### config.mk
export PLATFORM = sky130hd
export DESIGN_NAME = hotkey_ddc_input_switch
export DESIGN_NICKNAME = d
export VERILOG_FILES = /design/src/rtl/hdis_pkg.sv /design/src/rtl/hdis_lane.sv /design/src/rtl/hdis_merge.sv /design/src/rtl/hotkey_ddc_input_switch.sv
export SDC_FILE = /design/constraint.sdc
export NUM_CORES = 1
export LEC_CHECK = 0
export BUFFER_PORTS_ARGS = -buffer_cell sky130_fd_sc_hd__buf_2
export CAP_MARGIN = 20
export CORE_MARGIN = 5
export CORE_UTILIZATION = 55
export DETAILED_ROUTE_END_ITERATION = 10
export PLACE_DENSITY = 0.74
export SETUP_SLACK_MARGIN = 0.2
export SLEW_MARGIN = 0
export SYNTH_ARGS = -nofsm -noshare
export SYNTH_HDL_FRONTEND = slang
export SYNTH_HIERARCHICAL = 1
export SYNTH_SLANG_ARGS = --single-unit
### constraint.sdc
create_clock -name clk_i -period 3.2 [get_ports clk_i]
set_input_delay 0.16 -clock clk_i [delete_from_list [all_inputs] [get_ports clk_i]]
set_output_delay 0.16 -clock clk_i [all_outputs]
set_load 0.005 [all_outputs]
### src/rtl/hdis_pkg.sv
`default_nettype none

package hdis_pkg;

  // Slot count of a boot-protocol keyboard report
  localparam int unsigned MAX_SLOTS = 6;

  // Fixed frame bytes and checksum seed
  localparam logic [7:0] FRAME_LEN_BYTE = 8'h84;
  localparam logic [7:0] VCP_SET_OP     = 8'h03;
  localparam logic [7:0] CHK_SEED       = 8'h6E;

  // Shortest report that is evaluated
  localparam logic [6:0] MIN_REPORT_LEN = 7'd8;

  // Register reset values
  localparam logic [7:0]  RST_HOTKEY_A  = 8'h04;
  localparam logic [7:0]  RST_HOTKEY_B  = 8'h05;
  localparam logic [7:0]  RST_SRC_ADDR  = 8'h50;
  localparam logic [7:0]  RST_FEATURE   = 8'hF4;
  localparam logic [15:0] RST_VALUE_A   = 16'h0090;
  localparam logic [15:0] RST_VALUE_B   = 16'h00D0;

  // Configuration register indexes
  typedef enum logic [2:0] {
    CFG_HOTKEY_A = 3'd0,
    CFG_HOTKEY_B = 3'd1,
    CFG_SRC_ADDR = 3'd2,
    CFG_FEATURE  = 3'd3,
    CFG_VALUE_A  = 3'd4,
    CFG_VALUE_B  = 3'd5
  } cfg_reg_e;

  // What one lane found in its slot
  typedef struct packed {
    logic hit_a;  // new press of the first hotkey
    logic hit_b;  // new press of the second hotkey
  } hdis_hit_t;

  // Merged decision for one report
  typedef struct packed {
    logic [1:0] count;      // number of switch frames, 0..2
    logic       first_tgt;  // target of the first frame
    logic       next_tgt;   // current target after the report
  } hdis_merge_t;

endpackage

`default_nettype wire

### src/rtl/hdis_lane.sv
`default_nettype none

module hdis_lane
  import hdis_pkg::*;
#(
  parameter int unsigned NUM_SLOTS = 6,
  parameter int unsigned LANE_IDX  = 0
) (
  input  wire logic [NUM_SLOTS-1:0][7:0] keys_i,
  input  wire logic [NUM_SLOTS-1:0][7:0] prev_i,
  input  wire logic [7:0]                hotkey_a_i,
  input  wire logic [7:0]                hotkey_b_i,
  output hdis_hit_t                      hit_o
);

  logic [7:0] key;
  logic       fresh;

  // Check this slot against the stored keys and the earlier slots
  always_comb begin
    key   = keys_i[LANE_IDX];
    fresh = (key != 8'd0);
    for (int j = 0; j < NUM_SLOTS; j++) begin
      if (prev_i[j] == key) begin
        fresh = 1'b0;
      end
      if ((j < LANE_IDX) && (keys_i[j] == key)) begin
        fresh = 1'b0;
      end
    end
    // First hotkey wins when both codes are equal
    hit_o.hit_a = fresh && (key == hotkey_a_i);
    hit_o.hit_b = fresh && (key != hotkey_a_i) && (key == hotkey_b_i);
  end

endmodule

`default_nettype wire

### src/rtl/hdis_merge.sv
`default_nettype none

module hdis_merge
  import hdis_pkg::*;
#(
  parameter int unsigned NUM_SLOTS = 6
) (
  input  wire hdis_hit_t [NUM_SLOTS-1:0] hits_i,
  input  wire logic                      cur_i,
  output hdis_merge_t                    result_o
);

  logic any_a;
  logic any_b;
  logic found;
  logic first;

  // Find the earliest hotkey hit in slot order
  always_comb begin
    any_a = 1'b0;
    any_b = 1'b0;
    found = 1'b0;
    first = 1'b0;
    for (int i = 0; i < NUM_SLOTS; i++) begin
      any_a = any_a | hits_i[i].hit_a;
      any_b = any_b | hits_i[i].hit_b;
      if (!found && (hits_i[i].hit_a || hits_i[i].hit_b)) begin
        found = 1'b1;
        first = hits_i[i].hit_b;
      end
    end
  end

  // Each hotkey acts once; with both, the second hit selects the other target
  always_comb begin
    result_o = '{count: 2'd0, first_tgt: first, next_tgt: cur_i};
    if (any_a && any_b) begin
      result_o.next_tgt = ~first;
      if (first != cur_i) begin
        result_o.count     = 2'd2;
        result_o.first_tgt = first;
      end else begin
        result_o.count     = 2'd1;
        result_o.first_tgt = ~first;
      end
    end else if (found) begin
      result_o.next_tgt = first;
      result_o.count    = (first != cur_i) ? 2'd1 : 2'd0;
    end
  end

endmodule

`default_nettype wire

### src/rtl/hotkey_ddc_input_switch.sv
// Hotkey monitor input switch.
// Input channel (in_valid_i/in_ready_o): one keyboard report per beat, six key
// slots plus the report length. Reports shorter than 8 bytes are dropped.
// Output channel (out_valid_o/out_ready_i): one beat per input switch, carrying
// the 7-byte VCP-set frame, the USB select level and last_of_run_o.
// Configuration channel (cfg_valid_i/cfg_ready_o): always ready; index 0..5
// selects hotkeys, source address, feature code and the two input values.
// One lane per key slot checks for a new hotkey press; a merge stage orders
// the hits and updates the current target and stored keys in the accept cycle.
// The first frame of a report appears in the cycle after acceptance.
// One report per cycle when it switches at most once and the receiver is
// ready; the pending-frame register limits it when a report switches twice.
// When the receiver stalls, the frame holds and a new report is taken only in
// the cycle its last frame leaves. Reset clears stored keys, sets target zero
// and loads the register defaults.
`default_nettype none

module hotkey_ddc_input_switch
  import hdis_pkg::*;
#(
  parameter int unsigned KEY_SLOTS = 6
) (
  input  wire logic        clk_i,
  input  wire logic        rst_ni,
  input  wire logic        cfg_valid_i,
  output logic             cfg_ready_o,
  input  wire logic [2:0]  cfg_index_i,
  input  wire logic [15:0] cfg_data_i,
  input  wire logic        in_valid_i,
  output logic             in_ready_o,
  input  wire logic [7:0]  key_slot_0_i,
  input  wire logic [7:0]  key_slot_1_i,
  input  wire logic [7:0]  key_slot_2_i,
  input  wire logic [7:0]  key_slot_3_i,
  input  wire logic [7:0]  key_slot_4_i,
  input  wire logic [7:0]  key_slot_5_i,
  input  wire logic [6:0]  report_length_i,
  output logic             out_valid_o,
  input  wire logic        out_ready_i,
  output logic [7:0]       frame_byte_0_o,
  output logic [7:0]       frame_byte_1_o,
  output logic [7:0]       frame_byte_2_o,
  output logic [7:0]       frame_byte_3_o,
  output logic [7:0]       frame_byte_4_o,
  output logic [7:0]       frame_byte_5_o,
  output logic [7:0]       frame_checksum_o,
  output logic             usb_select_o,
  output logic             last_of_run_o
);

  // Configuration registers
  logic [7:0]  hotkey_a_q;
  logic [7:0]  hotkey_b_q;
  logic [7:0]  src_addr_q;
  logic [7:0]  feature_q;
  logic [15:0] value_a_q;
  logic [15:0] value_b_q;

  // Block state
  logic [KEY_SLOTS-1:0][7:0] prev_q, prev_d;
  logic                      cur_q, cur_d;
  logic [1:0]                rem_q, rem_d;
  logic                      tgt_q, tgt_d;

  logic [MAX_SLOTS-1:0][7:0] slot_all;
  logic [KEY_SLOTS-1:0][7:0] keys_w;
  hdis_hit_t [KEY_SLOTS-1:0] hits_w;
  hdis_merge_t               merge_w;
  logic                      in_fire;
  logic                      out_fire;
  logic                      report_ok;
  logic [15:0]               value_w;

  // Gather the slots that are scanned
  assign slot_all = {key_slot_5_i, key_slot_4_i, key_slot_3_i,
                     key_slot_2_i, key_slot_1_i, key_slot_0_i};
  assign keys_w   = slot_all[KEY_SLOTS-1:0];

  // One lane per slot
  for (genvar g = 0; g < KEY_SLOTS; g++) begin : g_lane
    hdis_lane #(
      .NUM_SLOTS (KEY_SLOTS),
      .LANE_IDX  (g)
    ) u_lane (
      .keys_i     (keys_w),
      .prev_i     (prev_q),
      .hotkey_a_i (hotkey_a_q),
      .hotkey_b_i (hotkey_b_q),
      .hit_o      (hits_w[g])
    );
  end

  hdis_merge #(
    .NUM_SLOTS (KEY_SLOTS)
  ) u_merge (
    .hits_i   (hits_w),
    .cur_i    (cur_q),
    .result_o (merge_w)
  );

  // Handshakes
  assign cfg_ready_o = 1'b1;
  assign out_valid_o = (rem_q != 2'd0);
  assign out_fire    = out_valid_o && out_ready_i;
  assign in_ready_o  = (rem_q == 2'd0) || ((rem_q == 2'd1) && out_ready_i);
  assign in_fire     = in_valid_i && in_ready_o;
  assign report_ok   = (report_length_i >= MIN_REPORT_LEN);

  // Advance the pending frames, load a new run on accept
  always_comb begin
    rem_d  = rem_q;
    tgt_d  = tgt_q;
    cur_d  = cur_q;
    prev_d = prev_q;
    if (out_fire) begin
      rem_d = rem_q - 2'd1;
      tgt_d = ~tgt_q;
    end
    if (in_fire && report_ok) begin
      rem_d  = merge_w.count;
      tgt_d  = merge_w.first_tgt;
      cur_d  = merge_w.next_tgt;
      prev_d = keys_w;
    end
  end

  always_ff @(posedge clk_i or negedge rst_ni) begin
    if (!rst_ni) begin
      rem_q  <= 2'd0;
      cur_q  <= 1'b0;
      prev_q <= '0;
    end else begin
      rem_q  <= rem_d;
      cur_q  <= cur_d;
      prev_q <= prev_d;
    end
  end

  always_ff @(posedge clk_i) begin
    tgt_q <= tgt_d;
  end

  // Configuration writes; unknown indexes are dropped
  always_ff @(posedge clk_i or negedge rst_ni) begin
    if (!rst_ni) begin
      hotkey_a_q <= RST_HOTKEY_A;
      hotkey_b_q <= RST_HOTKEY_B;
      src_addr_q <= RST_SRC_ADDR;
      feature_q  <= RST_FEATURE;
      value_a_q  <= RST_VALUE_A;
      value_b_q  <= RST_VALUE_B;
    end else if (cfg_valid_i && cfg_ready_o) begin
      unique case (cfg_reg_e'(cfg_index_i))
        CFG_HOTKEY_A: hotkey_a_q <= cfg_data_i[7:0];
        CFG_HOTKEY_B: hotkey_b_q <= cfg_data_i[7:0];
        CFG_SRC_ADDR: src_addr_q <= cfg_data_i[7:0];
        CFG_FEATURE:  feature_q  <= cfg_data_i[7:0];
        CFG_VALUE_A:  value_a_q  <= cfg_data_i;
        CFG_VALUE_B:  value_b_q  <= cfg_data_i;
        default: ;
      endcase
    end
  end

  // Build the frame for the pending target
  assign value_w          = tgt_q ? value_b_q : value_a_q;
  assign frame_byte_0_o   = src_addr_q;
  assign frame_byte_1_o   = FRAME_LEN_BYTE;
  assign frame_byte_2_o   = VCP_SET_OP;
  assign frame_byte_3_o   = feature_q;
  assign frame_byte_4_o   = value_w[15:8];
  assign frame_byte_5_o   = value_w[7:0];
  assign frame_checksum_o = CHK_SEED ^ src_addr_q ^ FRAME_LEN_BYTE ^ VCP_SET_OP
                          ^ feature_q ^ value_w[15:8] ^ value_w[7:0];
  assign usb_select_o     = tgt_q;
  assign last_of_run_o    = (rem_q == 2'd1);

`ifndef SYNTHESIS
  a_rem_range: assert property (@(posedge clk_i) disable iff (!rst_ni)
    rem_q != 2'd3)
    else $error("pending frame count out of range");

  a_run_alternates: assert property (@(posedge clk_i) disable iff (!rst_ni)
    out_fire && (rem_q == 2'd2) |=>
      out_valid_o && (usb_select_o != $past(usb_select_o)))
    else $error("second frame of a run must select the other target");

  a_short_keeps_keys: assert property (@(posedge clk_i) disable iff (!rst_ni)
    in_fire && !report_ok |=> $stable(prev_q) && $stable(cur_q))
    else $error("short report changed the stored state");

  a_last_drains: assert property (@(posedge clk_i) disable iff (!rst_ni)
    out_fire && last_of_run_o && !in_fire |=> !out_valid_o)
    else $error("frame shown after the last of its run");
`endif

endmodule

`default_nettype wire
Yosys cells after proc, flatten, opt, wreduce, memory -nomap -nowiden
Index checks and enable logic that the tools add are counted.

Add/subtract/negate cells: 1. Multipliers: 0. Divide/modulo/power cells: 0. Magnitude comparators: 1. Equal/unequal tests: 76. Shifts and indexed selects: 0. Muxes and demuxes: 75. Bitwise logic cells: 18. Reductions and logical operators: 58.

Operators with widths (count): $eq 8x8->1 (63); $mux 1 (69); $ne 8x8->1 (6); $reduce_bool 8->1 (6); $logic_and 1x1->1 (28); $xor 8x8->8 (3); $mux 16 (1); $reduce_and 2->1 (7); $or 1x1->1 (10); $mux 2 (4); $ge 7x4->1 const B (1); $logic_or 1x1->1 (7); $eq 3x2->1 const B (2); $eq 3x3->1 const B (2); $reduce_bool 2->1 (3); $logic_not 1->1 (5); $not 5->5 (1); $not 2->2 (2); $eq 3x1->1 const B (1); $logic_not 3->1 (1); $mux 3 (1); $eq 2x1->1 const B (1); $logic_not 2->1 (1); $not 1->1 (2); other kinds (2) (2).

Register bits after elaboration: 116. Bits in latches: 0. RAM bits: 0. ROM bits: 0. Output and inout bits: 61. Word-level logic and storage cells: 244. Memories: 0.

Longest topological paths before layout
Gate-level depths: netlist of run 1.

Depth in word-level cells: 31. Depth in mapped cells: 13. Gate-level depth less buffers: 11.

Modules after synthesis
The synthesis of run 1 kept the hierarchy.

By module, submodules not included: hotkey_ddc_input_switch (times used 1, cells an instance 325, area each 5266.3 µm²); hdis_lane at g_lane[5].u_lane (times used 1, cells an instance 168, area each 1393.8 µm²); hdis_lane at g_lane[4].u_lane (times used 1, cells an instance 147, area each 1216.2 µm²); hdis_lane at g_lane[3].u_lane (times used 1, cells an instance 134, area each 1123.6 µm²); hdis_lane at g_lane[2].u_lane (times used 1, cells an instance 124, area each 1014.7 µm²); hdis_lane at g_lane[1].u_lane (times used 1, cells an instance 114, area each 917.1 µm²); hdis_lane at g_lane[0].u_lane (times used 1, cells an instance 100, area each 822.0 µm²); hdis_merge (times used 1, cells an instance 22, area each 160.2 µm²).

Worst setup path after synthesis of run 1
OpenSTA, ideal clock, no wires.

Kind: reg2reg. Start point: register prev_q[22] in the netlist's numbering. End point: register rem_q[0]. Library setup time: 0.125 ns. Arrival: 2.562 ns. Slack: 0.513 ns. Stages on the path, launching flop included: 12. Buffers on the path: 0. Clock period less this slack: 2.687 ns. Cell sequence: dfrtp_1 xor2_1 nor4_1 a211oi_2 nand4_1 nor3_1 or4_4 nand4bb_1 nand3_2 xor2_2 mux2i_1 mux2_2.

RTL lines: start, declared (RTL line hotkey_ddc_input_switch.sv:60) `logic [KEY_SLOTS-1:0][7:0] prev_q, prev_d;`; start signal, assigned (RTL line hotkey_ddc_input_switch.sv:135) `prev_q <= prev_d;`; end signal, assigned (RTL line hotkey_ddc_input_switch.sv:133) `rem_q <= rem_d;`; end, declared (RTL line hotkey_ddc_input_switch.sv:62) `logic [1:0] rem_q, rem_d;`.

==> run_results.csv, run 1 <==
group,metric,value,unit
synth,ys_async_sr_fraction,99.1,%
global_routing,grt_max_degree,77,
setup_path,critPathMaxFanout,7,
die,top_level_ports,140,
die,die-width,157,um
run,max_cap_violations,0,
cells_and_area,drive_above_1_share,37.2,%
sta,clock.fmax,330,MHz
routing,vias,9631,
global_routing,grt_use_total,31.4,%
sta,grt_setup_unrepaired,"yes",
setup_path,path_common_cell,"nor4_2",
cells_and_area,nNetsFinal,1409,
outcome,outcome,"finished clean",
synth,synth-seq-area-share,24.6,%
worst_hold_path,hold_path.class,"in -> reg",
synth,synth_edf_count,1,
placement,dp_hpwl,27.3,mm
die,coreArea,21200,um2
routing,postRouteAntennaNets,0,
clock_tree,clock-root-buffer,"clkbuf_16",
sta,hold_slack,41.9,ps
setup_path,rr_worst_depth,12,
die,num_rows,53,
sta,finalCritPeriodShare,94.7,%
placement,dp_cells,1559,
synth,synth.top_cell.area_share,29.6,%
setup_path,arrival,3350,ps
global_routing,antenna_found_initial,0,
clock_tree,htree_levels,4,
pwr,power.total,10.4,mW
clock_tree,cts_tree,"built",
routing,routedWlPerCell,24.0,um
die,die_h,157,um
synth,avgSynthCellArea,10.5,um2
placement,port_buffers,119,
die,dieArea,24700,um2
routing,route.detailed.drc,0,
synth,synth-warning-count,6,
clock_tree,cts.path.max_buffers,2,
cells_and_area,num_antenna_cells,0,
global_routing,grt_pass1_vias,9836,
sta,finalHoldViolations,0,
synth,ys_types,53,
setup_path,critical_path.cell_chain,"xor2_1, nor4_2, buf_4, a22oi_2, o211ai_2, nor4_2, or4_4, nand4bb_1, nand3_2, xor2_2, mux2i_1, mux2_2",
cells_and_area,fillers,1722,
pwr,p_per_area,749,nW/um2
sta,slew_viol_final,0,
global_routing,overflow,0,
sta,relSlewSlack,35.7,%
synth,synth.area.top_cells,"xor2_1 (30%), dfrtp_1 (21%), xnor2_1 (9.3%), mux2_2 (7.8%), mux2_4 (6.2%)",
setup_path,cpMaxStageDelayCell,"or4_4",
routing,drt_pass1_iterations,5,
sta,final.setup.tns,0,ps
synth,yosysMostFrequentCell,"xor2_1",
cells_and_area,final_cells,1616,
global_routing,grt_pass1_wl,58.8,mm
cells_and_area,multi_input_area,8240,um2
setup_path,crit_path_start_kind,"flip-flop",
pwr,p_leak,5.90,nW
setup_path,path_depth,12,
worst_hold_path,hold_depth,2,
synth,yosys-top-cells-count,"xor2_1 (403), xnor2_1 (126), nor4_1 (104), dfrtp_1 (100), mux2_2 (82)",
setup_path,critPathKind,"reg -> reg",
sta,skew,15.3,ps
routing,vias_per_cell,5.96,
synth,yosysTopAreaCell,"xor2_1",
setup_path,critPathTopFamily,"simple AND/OR/NAND/NOR gates",
setup_path,crit_path_end_kind,"flip-flop",
synth,synthCells,1134,
synth,ys_ff_latch,116,
clock_tree,clock_sinks,116,
placement,gp_congestion,1.01,
cells_and_area,area_delta_synth_final,16.2,%
routing,drt_iter0_markers,853,
setup_path,crit_buf_inv,1,
sta,setup_viol,0,
synth,synth_ff_type,"dfrtp_1",
sta,worst_slew_pin_slew,962,ps
pwr,ir_drop,0.619,mV
cells_and_area,regArea,2970,um2
die,initial_core_util,56.3,%
synth,syn_area,11900,um2
clock_tree,clk_latency,440,ps
setup_path,max_stage_delay,550,ps
clock_tree,cts_buffers,17,
cells_and_area,final_util,65.5,%
routing,finalWirelength,38.9,mm
sta,fin_crit,3030,ps
clock_tree,clk_pin_slew,70,ps
setup_path,critPathRequiredTime,3520,ps
-- stage by stage --
step           setup WS, ps  instance area [um2]
2_1_floorplan           513                12000
3_3_place_gp            137                12900
3_5_place_dp           99.9                12900
4_1_cts                 206                13600
5_1_grt                84.6                13800
6_report                171                13800
-- cell type report --
type | instances | share of cell area, %
Timing Repair Buffer | 247 | 12.2
Sequential cell | 116 | 21.4
Clock inverter | 15 | 1.16
Clock buffer | 17 | 3.07
Tap cell | 275 | 2.48
Multi-Input combinational cell | 940 | 59.5
Inverter | 6 | 0.163
-- per-layer routing --
metal  routed length [um]  GRT usage (%)  vias up
met3                 3040           4.98      150
li1                     -              -     4234
met2                18100           51.2      549
met5                    0              0        -
met1                15100           38.9     4698
met4                 2590           19.3        0
-- registers in the layout, summed over array words and instances, names as in the netlist --
name / count
rem_q: 2
cur_q: 1
hotkey_a_q: 8
hotkey_b_q: 8
frame_byte_0_o: 8
frame_byte_3_o: 8
value_a_q: 16
usb_select_o: 1
prev_q: 48
value_b_q: 16
-- where the power goes --
group | internal, mW | switching [mW]
Sequential | 2.06 | 1.16
Combinational | 2.82 | 2.37
Clock | 1.11 | 0.864
Total | 5.98 | 4.39
-- timing repair --
| item | CTS | global route |
|---|---|---|
| pin swaps | 1 | 10 |
| cloned | 0 | 0 |
| hold endpoints to repair | 55 | 0 |
| setup endpoints to repair | 2 | 4 |
| gates resized for setup | 12 | 44 |
| hold buffers | 9 | 0 |
| buffers inserted | 2 | 14 |
-- layout by cell type, fill, tap and decap left out, drive strengths merged, types with 2 or more instances in the layout --
cell / synthesis / final
xor2: 405 / 405
o21ai: 2 / 2
nand2: 47 / 47
conb: 2 / 17
mux2i: 3 / 3
dfrtp: 100 / 100
dlygate4sd3: 0 / 9
dfstp: 15 / 15
xnor2: 126 / 126
nand4b: 2 / 2
a22oi: 2 / 2
a21oi: 4 / 4
nor4b: 2 / 2
buf: 83 / 238
nand3: 6 / 6
clkbuf: 4 / 17
clkinvlp: 0 / 2
nor4: 115 / 115
nand4: 35 / 35
o22ai: 2 / 2
nor2: 7 / 7
or4: 6 / 6
o211ai: 4 / 4
mux2: 131 / 131
nor4bb: 2 / 2
nor2b: 2 / 2
ha: 2 / 2
inv: 6 / 17
nor3: 8 / 8
-- path summary, 6_finish.rpt --
check | slack [ps] | end | from
worst max register to register | 170 | rem_q[0] | prev_q[20]
worst min-delay path | 40 | hotkey_a_q[4] | cfg_data_i[4]
worst max-delay path | 170 | rem_q[0] | prev_q[20]
max in group asynchronous | 2090 | hotkey_b_q[0] | rst_ni
worst min register to register | 500 | value_b_q[9] | value_b_q[9]
min in group asynchronous | 260 | prev_q[12] | rst_ni
-- kinds of logic (layout without fill, tap and decap cells) --
family / Yosys count / after routing / share of synthesized area [%]
simple gates: 236 / 236 / 12.6
mux: 134 / 134 / 14.2
fa+ha+maj: 2 / 2 / 0.210
other cells: 2 / 17 / 0.0630
xor+xnor: 531 / 531 / 39.2
buf+inv: 93 / 285 / 7.84
compound gates: 20 / 20 / 1.42
flops: 116 / 116 / 24.6
(Power assumes the default switching activity.)
==> run 2, diff against run 1 <==
--- a/config.mk
+++ b/config.mk
@@ -5,7 +5,7 @@
 export SDC_FILE = /design/constraint.sdc
 export NUM_CORES = 1
 export LEC_CHECK = 0
-export BUFFER_PORTS_ARGS = -buffer_cell sky130_fd_sc_hd__buf_2
+export BUFFER_PORTS_ARGS = -buffer_cell sky130_fd_sc_hd__buf_4
 export CAP_MARGIN = 20
 export CORE_MARGIN = 5
 export CORE_UTILIZATION = 55
==> run 2 against run 1 <==
Against the previous run:
- clock power about the same
- hold slack lost 28 ps
- clock skew is 0.60 ps higher
- flip-flop and latch count did not move
- sequential share of layout area decreased by 0.18 points
- die area is the same
- clock-buffer cell count unchanged
==> run_results.csv, run 2 (synthesized netlist as in run 1, its figures left out) <==
group,metric,value,unit
pwr,pwr-share-clk,18.2,%
clock_tree,clk_pin_slew,70,ps
global_routing,antenna_found_initial,0,
setup_path,crit_path_start_kind,"flip-flop",
pwr,intPower,6.26,mW
clock_tree,clock_sinks,116,
pwr,p_sw,4.45,mW
clock_tree,cts_buffers,17,
clock_tree,clock-root-buffer,"clkbuf_16",
cells_and_area,num_antenna_cells,0,
cells_and_area,top_register,"prev_q",
cells_and_area,layout_common_cells,"xor2_1 (403), buf_4 (203), xnor2_1 (124), nor4_1 (90), mux2_2 (81)",
pwr,p_per_area,768,nW/um2
sta,fin_crit,3050,ps
cells_and_area,reg_top3,"prev_q x48, value_a_q x16, value_b_q x16",
sta,relSlewSlack,37.2,%
die,dieArea,24700,um2
cells_and_area,area_delta_synth_final,17.1,%
worst_hold_path,hold_path.class,"in -> reg",
sta,grt_setup_unrepaired,"yes",
global_routing,grt_use_total,31.2,%
pwr,ir_drop,0.654,mV
clock_tree,cts.path.max_buffers,2,
setup_path,crit_path_start,"prev_q[4]",
routing,routedWlPerCell,24.4,um
sta,slew_viol_final,0,
pwr,p_leak,5.87,nW
die,initial_core_util,56.3,%
global_routing,overflow,0,
die,die-width,157,um
cells_and_area,drive_above_1_share,36.1,%
sta,skew,15.9,ps
global_routing,grt_max_degree,116,
pwr,swShare,41.6,%
global_routing,top_usage_layer,"met2",
clock_tree,htree_levels,4,
setup_path,critPathRequiredTime,3520,ps
sta,finalCritPeriodShare,95.3,%
routing,drt_iter0_markers,835,
routing,route.detailed.drc,0,
outcome,outcome,"finished clean",
run,max_cap_violations,0,
clock_tree,clk_latency,430,ps
die,top_level_ports,140,
pwr,sequentialPowerShare,29.0,%
routing,postRouteAntennaNets,0,
setup_path,crit_path_end_kind,"flip-flop",
sta,worst_slew_pin_slew,940,ps
global_routing,grt.met2_usage,49.3,%
cells_and_area,largest_register_ffs,48,
global_routing,grt_pass1_vias,9820,
setup_path,critPathKind,"reg -> reg",
sta,final.setup.tns,0,ps
sta,setup_viol,0,
cells_and_area,final_common_cell,"xor2_1",
setup_path,arrival,3370,ps
die,coreArea,21200,um2
placement,dp_hpwl,25.5,mm
routing,drt_pass1_iterations,5,
pwr,p_comb_share,52.8,%
setup_path,critPathMaxFanout,4,
routing,vias_per_cell,6.05,
placement,gp_congestion,0.990,
routing,finalWirelength,38.8,mm
routing,vias,9604,
global_routing,gr-usage-met3,5.17,%
cells_and_area,fillers,1692,
sta,clock.fmax,328,MHz
die,num_rows,53,
placement,port_buffers,119,
setup_path,r2r-start,"prev_q[4]",
clock_tree,cts_tree,"built",
sta,finalHoldViolations,0,
cells_and_area,nNetsFinal,1381,
worst_hold_path,min-delay-start,"cfg_data_i[2]",
global_routing,grt_pass1_wl,58.8,mm
global_routing,grt_use_met1,39.0,%
pwr,power.total,10.7,mW
die,die_h,157,um
==> run 2: cell count changes in the layout (fill, tap and decap cells not counted), sizes merged <==
cell	previous run	this run
buf	238	210
clkinv	1	4
clkinvlp	2	1
inv	17	15
==> run 2: final timing paths <==
path                                      end  slack (ps)  cells after the start
worst min-delay path             value_b_q[2]          10                      2
min in group asynchronous          prev_q[12]         320                      3
max in group asynchronous          prev_q[13]        2250                      3
worst max register to register       rem_q[0]         150                     13
worst min register to register  value_a_q[11]         500                      1
worst max-delay path                 rem_q[0]         150                     13
==> run 2: power groups by stage <==
stage / Sequential (mW) / Clock (mW) / Combinational (mW)
5_1_grt: 3.18 / 2.04 / 6.08
2_1_floorplan: 2.95 / 0 / 3.49
3_5_place_dp: 3.10 / 0 / 5.13
6_report: 3.11 / 1.95 / 5.65
3_3_place_gp: 3.07 / 0 / 5.00
4_1_cts: 3.08 / 1.98 / 5.22
==> run 2: layer usage <==
metal,vias up,wire (um)
met3,158,3680
met1,4683,14600
met2,586,17700
met4,0,2770
met5,-,0
li1,4177,-
==> run 2: cell type report <==
type                    count  area [um2]  area share, %
multi-input cells         940        8310           59.6
flip-flops and latches    116        2960           21.2
repair buffers            219        1720           12.3
clock buffers              17         425           3.05
well taps                 275         344           2.47
clock inverters            15         161           1.16
inverters                   6        22.5          0.161
==> run 2: repair_timing <==
item	4_1_cts	5_1_grt
buffers inserted	1	27
hold buffers	9	0
pin swaps	3	25
gates resized for setup	5	62
endpoints found under the hold margin	115	0
endpoints found under the setup margin	2	4
==> run 2: per-stage QoR <==
stage	worst slack, ps	std cells	utilization [%]	instance area [um2]	hold slack (ps)
2_1_floorplan	513	1149	-	12000	-136
3_3_place_gp	136	1519	60.5	12800	295
6_report	151	1588	65.9	13900	13.5
4_1_cts	202	1561	63.9	13500	5.90
5_1_grt	104	1588	65.9	13900	9.02
3_5_place_dp	98.8	1519	60.5	12800	306
==> run 2: worst max-delay path, stage by stage (launching register included) <==
cell and delay (ps):
dfrtp_1 400, buf_4 160, xor2_1 160, nor4_1 320, buf_4 200, nand2_2 70
o211ai_2 120, nor4_4 70, or4_4 550, nand4bb_1 210, nand3_2 150, xor2_2 180
mux2i_1 100, mux2_4 260
